==> config.mk <==
export PLATFORM = sky130hd
export DESIGN_NAME = pmi_queue
export DESIGN_NICKNAME = d
export VERILOG_FILES = /design/src/design/pmi_pkg.sv /design/src/design/pmi_queue.sv
export SDC_FILE = /design/constraint.sdc
export NUM_CORES = 1
export LEC_CHECK = 0
export BUFFER_PORTS_ARGS = -buffer_cell sky130_fd_sc_hd__buf_2
export CAP_MARGIN = 20
export CORE_MARGIN = 8
export CORE_UTILIZATION = 40
export CTS_BUF_LIST = sky130_fd_sc_hd__clkbuf_8 sky130_fd_sc_hd__clkbuf_16
export DETAILED_ROUTE_END_ITERATION = 10
export SETUP_SLACK_MARGIN = 0.1
export SYNTH_ARGS = -nofsm -noshare
export SYNTH_HDL_FRONTEND = slang
export SYNTH_SLANG_ARGS = --single-unit
==> constraint.sdc <==
create_clock -name clk_i -period 4.2 [get_ports clk_i]
set_input_delay 0.21 -clock clk_i [delete_from_list [all_inputs] [get_ports clk_i]]
set_output_delay 0.21 -clock clk_i [all_outputs]
set_load 0.02 [all_outputs]
==> src/design/pmi_pkg.sv <==
// Package for the plane mirror image point block.
// Holds the coordinate widths and the item type passed from the front to the back.
// No dependencies.
package pmi_pkg;

  // Coordinate and difference widths
  localparam int CoordW = 32;
  localparam int DiffW  = CoordW + 1;
  localparam int MagW   = 31;

  // Classified item handed from the front part to the back part
  typedef struct packed {
    logic [2:0][MagW-1:0]  mag;  // normalised normal magnitudes
    logic [2:0]            sgn;  // normal component signs
    logic                  deg;  // zero normal
    logic [2:0][DiffW-1:0] d;    // source minus third corner
    logic [2:0][CoordW-1:0] p;   // source point
  } fb_t;

endpackage

==> src/design/pmi_queue.sv <==
// Short queue between the front and back parts.
// Depends on pmi_pkg for the item type.
module pmi_queue #(
  parameter int DEPTH = 4
) (
  input  logic         clk_i,
  input  logic         rst_ni,
  input  logic         valid_i,
  input  pmi_pkg::fb_t item_i,
  output logic         ready_o,
  output logic         valid_o,
  output pmi_pkg::fb_t item_o,
  input  logic         ready_i
);

  localparam int PW = $clog2(DEPTH);
  localparam int CW = $clog2(DEPTH + 1);

  pmi_pkg::fb_t mem_q [DEPTH];
  logic [PW-1:0] wp_q, rp_q;
  logic [CW-1:0] cnt_q;
  logic push, pop;

  assign ready_o = (cnt_q != CW'(DEPTH));
  assign valid_o = (cnt_q != '0);
  assign item_o  = mem_q[rp_q];
  assign push    = valid_i & ready_o;
  assign pop     = valid_o & ready_i;

  // Advance pointers and count
  always_ff @(posedge clk_i or negedge rst_ni) begin
    if (!rst_ni) begin
      wp_q  <= '0;
      rp_q  <= '0;
      cnt_q <= '0;
    end else begin
      if (push) wp_q <= (wp_q == PW'(DEPTH - 1)) ? '0 : wp_q + 1'b1;
      if (pop)  rp_q <= (rp_q == PW'(DEPTH - 1)) ? '0 : rp_q + 1'b1;
      if (push && !pop) cnt_q <= cnt_q + 1'b1;
      else if (pop && !push) cnt_q <= cnt_q - 1'b1;
    end
  end

  // Store an item
  always_ff @(posedge clk_i) begin
    if (push) mem_q[wp_q] <= item_i;
  end

endmodule

* Yosys cells after proc, flatten, opt, wreduce, memory -nomap -nowiden *
Memory sizes are Yosys's and may differ from the RTL's.
Cells that the tools add are included.

cells by class
  equal/unequal tests = 3
  $add $sub $neg = 4
  reductions and logical operators = 6
  muxes and demuxes = 6
  bitwise logic cells = 2

operators with widths
  kind                                                                count
  3-bit two-way mux                                                   2
  2-bit by 1-bit adder with 2-bit output, second input constant       2
  2-bit == test, second input constant                                2
  2-bit two-way mux                                                   2
  3-bit by 1-bit adder with 3-bit output, second input constant       1
  3-bit != test, second input constant                                1
  3-bit nonzero test                                                  1
  3-bit by 1-bit subtractor with 3-bit output, second input constant  1
  1-bit AND                                                           2
  1-bit logical AND                                                   2
  1-bit zero test                                                     2
  1-bit two-way mux                                                   2
  2-bit nonzero test                                                  1

word-level totals
  input bits = 296
  memories kept = 1
  output and inout port bits = 294
  logic and storage cells = 25
  register bits after elaboration = 7
  RAM bits = 1,168

memories
  name   words  width  read ports  clocked after Yosys merged registers in  wr ports  RTL line         RTL
  mem_q  4      292    1           0                                        1         pmi_queue.sv:19  pmi_pkg::fb_t mem_q [DEPTH];

* Depth between registers and ports, before layout *
Gate-level depths: netlist (run 1).

  depth after elaboration = 6
  gate-level depth with buffers = 8
  mapped depth without buffers = 8

* Worst setup path before layout (run 1) *
OpenSTA, ideal clock, no wires.

  kind = reg2reg
  start point = register cnt_q[2]
  end point = memory mem_q[0][0] (netlist bit), enable pin
  path buffers = 0
  data arrival time = 4.157 ns
  cell stages (with the launch flop) = 3
  setup slack = -0.484 ns
  period minus slack after synthesis = 4.684 ns
  setup time = 0.527 ns
  required time = 3.673 ns
  path through = dfrtp_1 or3b_4 and3_2

on the way
  cells in the longest elaborated chain, start to end = 4

ends and longest elaborated chain
  what                                     RTL line         RTL
  start: declaration                       pmi_queue.sv:21  logic [CW-1:0] cnt_q;
  start signal: assignment                 pmi_queue.sv:39  if (push && !pop) cnt_q <= cnt_q + 1'b1;
  start signal: assignment                 pmi_queue.sv:40  else if (pop && !push) cnt_q <= cnt_q - 1'b1;
  3-bit != test                            pmi_queue.sv:24  assign ready_o = (cnt_q != CW'(DEPTH));
  via ready_o                              pmi_queue.sv:10  output logic ready_o,
  1-bit AND                                pmi_queue.sv:27  assign push = valid_i & ready_o;
  1-bit two-way mux                        pmi_queue.sv:46  if (push) mem_q[wp_q] <= item_i;
  1-bit two-way mux (not written as such)  pmi_queue.sv:46
  end: declaration                         pmi_queue.sv:19

The timed path passes the listed nets, and every way through them passes these cells.

==> run summary, run 1 <==
Post-layout nets - 2882
top-area cell type share of the netlist area - 0.8231
input/output buffers - 589
TritonCTS Buffers - 117
Root Buffer - clkbuf_16
VDD IR max - 0.5523 mV
WP data arrival - 2.87 ns
register area share after synthesis - 0.8272
Fillers - 8215
crit-path cells - buf_4 > mux4_2 > buf_2
run status - finished, final reports clean
LEAKAGE - 18.69 nW
Max Transition Viols Final - 0
Setup violations, final - 0
largest net degree at the start of global routing - 90
Total Power Consumption - 38.81 mW
vias - 20620
RSZ-0062 raised after global routing - no
Mapped Area - 42610 um^2
DR vias/cell - 5.062
maximum level of the CTS H-tree - 3
Final Hold Vio Count - 0
Worst slew margin - 0.2857
reg2reg setup slack - 1.78 ns
Required @ worst endpoint - 3.99 ns
worst hold path type - in -> reg
syn_area_per_cell - 27.28 um^2
commonest non-fill, non-tap cell in the layout - edfxtp_1
Power Density - 713.7 nW/um^2
synth top area cells - edfxtp_1 82%, mux4_2 15%, buf_6 0.79%, dfrtp_1 0.41%, buf_2 0.36%
Critical Path Max Stage Delay - 1.09 ns
count of cell types in the netlist - 20
first-pass GRT wire length - 145800 um
Area Overhead vs Synth - 27.60%
FP Rows - 119
Die Y - 342.4 um
Yosys reg bits - 1175
Setup Skew - 0.02351 ns
Total Routed Length - 97720 um
share of post-route cells with drive strength above 1 - 0.4283
remaining antenna violation count - 0
hold slack final - 0.2684 ns
CTS max path bufs - 3
WS Path Type - reg -> out
boundary pin count - 590
post-DP HPWL - 63700 um
# DRC - 0
Die Wd - 342.4 um
vias in the first global route - 22650
period utilization - 0.7325
CTS clock-pin slew for the worst setup and hold paths - 0.06 ns
First-pass DRT Iterations - 4
initial core utilization - 0.4042
crit-path max FO - 51
max-cap violations - 0
Fmax - 325.0 MHz
core footprint - 105400 um^2
worst-skew pair later-pin latency - 0.68 ns
die area - 117200 um^2
clock sink count - 1175
post-route cell area - 54380 um^2
DRT iter0 DRCs - 1256
yosys warns - 0
worst path buffer plus inverter count - 2
GPL Wtd Cong - 0.7572
Final Util - 0.5158
Syn Nets - 1865
Final min period - 3.077 ns
Post-Syn Instances - 1562
CP max-delay cell - dfrtp_4
CTS tree - built
post-CTS setup buffer count - 0
Yosys top cell by area - edfxtp_1
most frequent cells in the layout - 1168 x edfxtp_1, 589 x buf_2, 296 x dlygate4sd3_1
total gr overflow - 0
Area after DPL - 47720 um^2
delay-heaviest family, CP - flip-flops
CP Capture Type - output port
pin slew with the least headroom to its limit - 1.071 ns
gr usage total - 0.1639
number of antenna violations at the first check in global routing - 10
Worst setup SP type - flop
WL/cell - 23.99 um
## stage by stage
stage / setup TNS (ns) / std cells / setup slack [ns]
after CTS: 0 / 4067 / 1.002
after detailed placement: 0 / 3555 / 1.738
after floorplan: -565.50 / 1562 / -0.4842
final: 0 / 4074 / 1.124
after global routing: 0 / 4070 / 0.9493
after global placement: 0 / 3555 / 1.784
## per-layer routing
metal  vias to the layer above  routed length, um  global-route usage
met5                         -                 69                   0
met2                       652              50090              0.2784
li1                       8899                  -                   -
met4                        10               2541             0.05328
met1                     10920              37650              0.2023
met3                       142               7366             0.04766
## power by group
part	switching, mW	leakage, nW	internal, mW	total [mW]
logic	7.72	6.03	5.11	12.8
registers	0.679	10.8	15.4	16.1
clock network	4.24	1.88	5.62	9.86
total	12.6	18.7	26.2	38.8
## logic make-up after synthesis
kind of cell	share of synthesized area
adders and majority gates	0.002231
muxes	0.1558
xor gates and xnor gates	0.0006167
buffers and inverters	0.01245
DFF	0.8272
and+or+nand+nor	0.001703
## timing repair
action | 4_1_cts | 5_1_grt
endpoints found under the hold margin | 1179 | 0
setup endpoints to repair | 0 | 0
resized for setup | 0 | 0
hold buffers | 296 | 0
## state kept, by name, indices dropped and copies added (netlist names)
signal and count:
cnt_q 3, mem_q 1168, wp_q 2, rp_q 2
## path summary, 6_finish.rpt
kind / start / endpoint / depth (start not counted)
worst max register to register: wp_q[0] / mem_q[0][19] / 4
worst min-delay path: item_i[120] / mem_q[2][120] / 2
worst min register to register: cnt_q[2] / cnt_q[2] / 1
worst max-delay path: rp_q[1] / item_o[76] / 3
min in group asynchronous: rst_ni / rp_q[0] / 3
max in group asynchronous: rst_ni / rp_q[1] / 3
## final cells by class
cell class                 count  area, um^2  area share
antenna                        7       17.52   0.0003221
clock buffer                 119        2978     0.05476
clock inverter                97       694.4     0.01277
inverter                       3       11.26   0.0002071
multi-input combinational    318        6849      0.1260
sequential                  1175       35260      0.6484
tap                         1391        1740     0.03201
timing repair buffer         964        6829      0.1256
## cells in the mapped netlist
cell and n:
and2_4 1, xnor2_1 1, mux2_2 3, dfrtp_1 7, ha_1 6, edfxtp_1 1168
fa_1 1, nor2_1 3, xor2_1 2, nand2_1 1, and3_2 4, or3b_4 1
clkbuf_1 3, mux4_2 292, or3_2 1, buf_6 30, mux2_4 2, inv_1 3
buf_2 31, buf_4 2
Power figures use the tool's default switching activity.
==> run 2, diff against run 1 <==
- clock period: 4.2 -> 2.6 ns (I/O delays scaled with it)
==> run 2 against run 1 <==
  * Non-clock buffer count rose by 39
  * Utilization is 1.6 points higher
  * Wire length increased by 1.1%
  * Die area unchanged
  * Power increased by 71%
  * Via count is essentially flat
  * Critical path depth increased by 2
  * Critical endpoint is now item_o[63]
  * Largest cell class unchanged
  * Largest power group unchanged
  * Highest routed layer unchanged
==> run summary, run 2 (synthesis gave the netlist of run 1 again) <==
run status - finished, final reports clean
VDD IR max - 0.8297 mV (+50%)
DRT iter0 DRCs - 1389 (+11%)
RSZ-0062 raised after global routing - yes
Final TNS setup - 0 ns (unchanged)
Setup violations, final - 0 (unchanged)
Largest Register - mem_q
vias - 20630 (+0.019%)
crit-path cells - buf_12 > buf_12 > buf_16 > mux4_2 > buf_2
Fillers - 8069 (-1.8%)
pin slew with the least headroom to its limit - 0.6069 ns (-0.4645 ns)
CP max-delay cell - mux4_2
number of antenna violations at the first check in global routing - 8 (-2)
Fmax - 393.9 MHz
hold slack final - 0.1776 ns (-0.09084 ns)
maximum level of the CTS H-tree - 3 (unchanged)
CTS max path bufs - 3 (unchanged)
total gr overflow - 0 (unchanged)
share of post-route cells with drive strength above 1 - 0.4358 (+0.007524)
most frequent cells in the layout - 1168 x edfxtp_1, 498 x buf_2, 296 x dlygate4sd3_1
core footprint - 105400 um^2 (unchanged)
Final Hold Vio Count - 0 (unchanged)
initial core utilization - 0.4042 (unchanged)
first-pass GRT wire length - 145200 um (-0.39%)
Required @ worst endpoint - 2.47 ns (-1.52 ns)
Max Transition Viols Final - 0 (unchanged)
CP Capture Type - output port
CTS clock-pin slew for the worst setup and hold paths - 0.06 ns (about the same)
CTS tree - built
max-cap violations - 0 (unchanged)
worst-skew pair later-pin latency - 0.69 ns (about the same)
CP most frequent cell - buf_12
Switching Share - 0.3181 (-0.007584)
max reg flops - 1168 (unchanged)
WS Path Type - reg -> out
clock sink count - 1175 (unchanged)
WL/cell - 24.00 um (about the same)
die area - 117200 um^2 (unchanged)
TritonCTS Buffers - 117 (unchanged)
Critical Path Max Stage Delay - 0.53 ns (-0.56 ns)
boundary pin count - 590 (unchanged)
period utilization - 0.9765
worst hold path type - in -> reg
commonest non-fill, non-tap cell in the layout - edfxtp_1
DR vias/cell - 5.012 (-0.98%)
combinational power share - 0.363 (+0.033)
Die Wd - 342.4 um (unchanged)
Largest regs - mem_q x1168, cnt_q x3
internal power - 45.22 mW (+73%)
vias in the first global route - 22650 (-0.0044%)
First-pass DRT Iterations - 5 (+1)
Switch Pwr - 21.09 mW (+67%)
# DRC - 0 (unchanged)
Worst slew margin - 0.5954 (+0.3096)
WP data arrival - 2.41 ns (-0.46 ns)
Root Buffer - clkbuf_16
LEAKAGE - 19.37 nW (+3.7%)
FP Rows - 119 (unchanged)
Worst setup SP type - flop
crit-path max FO - 9 (-82%)
Flop pwr share - 0.388 (-0.027)
post-DP HPWL - 63190 um (-0.82%)
GPL Wtd Cong - 0.7527 (-0.59%)
remaining antenna violation count - 0 (unchanged)
Final min period - 2.539 ns
Power Density - 1183 nW/um^2 (+66%)
Clk network pwr share - 0.249 (-0.005)
largest net degree at the start of global routing - 79 (-12%)
Setup Skew - 0.01919 ns (-0.004319 ns)
Total Routed Length - 98770 um (+1.1%)
Area Overhead vs Synth - 31.53%
gr usage total - 0.1640 (about the same)
Die Y - 342.4 um (unchanged)
Post-layout nets - 2921 (+1.4%)
input/output buffers - 589 (unchanged)
[run 2: what timing repair did]
| item | in CTS | in global routing |
|---|---|---|
| pin swaps | 0 | 0 |
| setup buffers | 11 | 3 |
| endpoints found under the setup margin | 285 | 289 |
| hold endpoints to repair | 1205 | 0 |
| resized for setup | 139 | 75 |
| cloned | 6 | 6 |
| hold buffers | 296 | 0 |
[run 2: worst paths after layout]
check | from | endpoint | slack, ns | cells after the start
max | rp_q[0] | item_o[63] | 0.06 | 5
min | item_i[231] | mem_q[1][231] | 0.18 | 2
max reg2reg | cnt_q[1] | cnt_q[2] | 0.38 | 8
min reg2reg | cnt_q[2] | cnt_q[2] | 0.50 | 1
max in group asynchronous | rst_ni | rp_q[0] | 1.89 | 3
min in group asynchronous | rst_ni | cnt_q[2] | 0.44 | 3
[run 2: per-stage QoR]
stage | power [mW] | util | worst slack (ns) | instances | instance area, um^2
finish | 66.31 | 0.5317 | 0.06108 | 4115 | 56050
global route | 69.02 | 0.5316 | -0.05249 | 4113 | 56040
CTS | 66.47 | 0.5275 | -0.05042 | 4099 | 55610
detailed placement | 47.61 | 0.4555 | 0.4260 | 3568 | 48020
global placement | 47.30 | 0.4555 | 0.3642 | 3568 | 48020
floorplan | 39.65 | - | -0.6416 | 1562 | 42630
[run 2: layout make-up]
| cell class | count | area [um^2] | area share |
|---|---|---|---|
| Sequential cell | 1175 | 35260 | 0.6290 |
| Timing Repair Buffer | 1003 | 8347 | 0.1489 |
| Multi-Input combinational cell | 318 | 6849 | 0.1222 |
| Clock buffer | 120 | 3003 | 0.05358 |
| Tap cell | 1391 | 1740 | 0.03105 |
| Clock inverter | 98 | 823.3 | 0.01469 |
| Antenna cell | 7 | 17.52 | 0.0003125 |
| Inverter | 3 | 11.26 | 0.0002009 |
[run 2: worst max-delay path, delay by kind of cell (launching register included)]
kind,cells,cell delay (ns)
multiplexers,1,0.53
flip-flops,1,0.50
buffers and inverters,4,0.66
[run 2: layer usage]
| layer | track usage | wire [um] | vias up |
|---|---|---|---|
| met5 | 0 | 27 | - |
| met4 | 0.05126 | 3026 | 4 |
| met3 | 0.04384 | 6665 | 169 |
| met2 | 0.2856 | 51110 | 693 |
| met1 | 0.1996 | 37940 | 10780 |
| li1 | - | - | 8982 |
[run 2: power groups by stage]
stage / logic [mW] / registers, mW / clock network (mW)
after detailed placement: 21.4 / 26.2 / 0
after global routing: 25.4 / 26.0 / 17.6
after CTS: 23.8 / 25.7 / 17.0
after floorplan: 13.6 / 26.1 / 0
final: 24.1 / 25.7 / 16.5
after global placement: 21.4 / 25.9 / 0
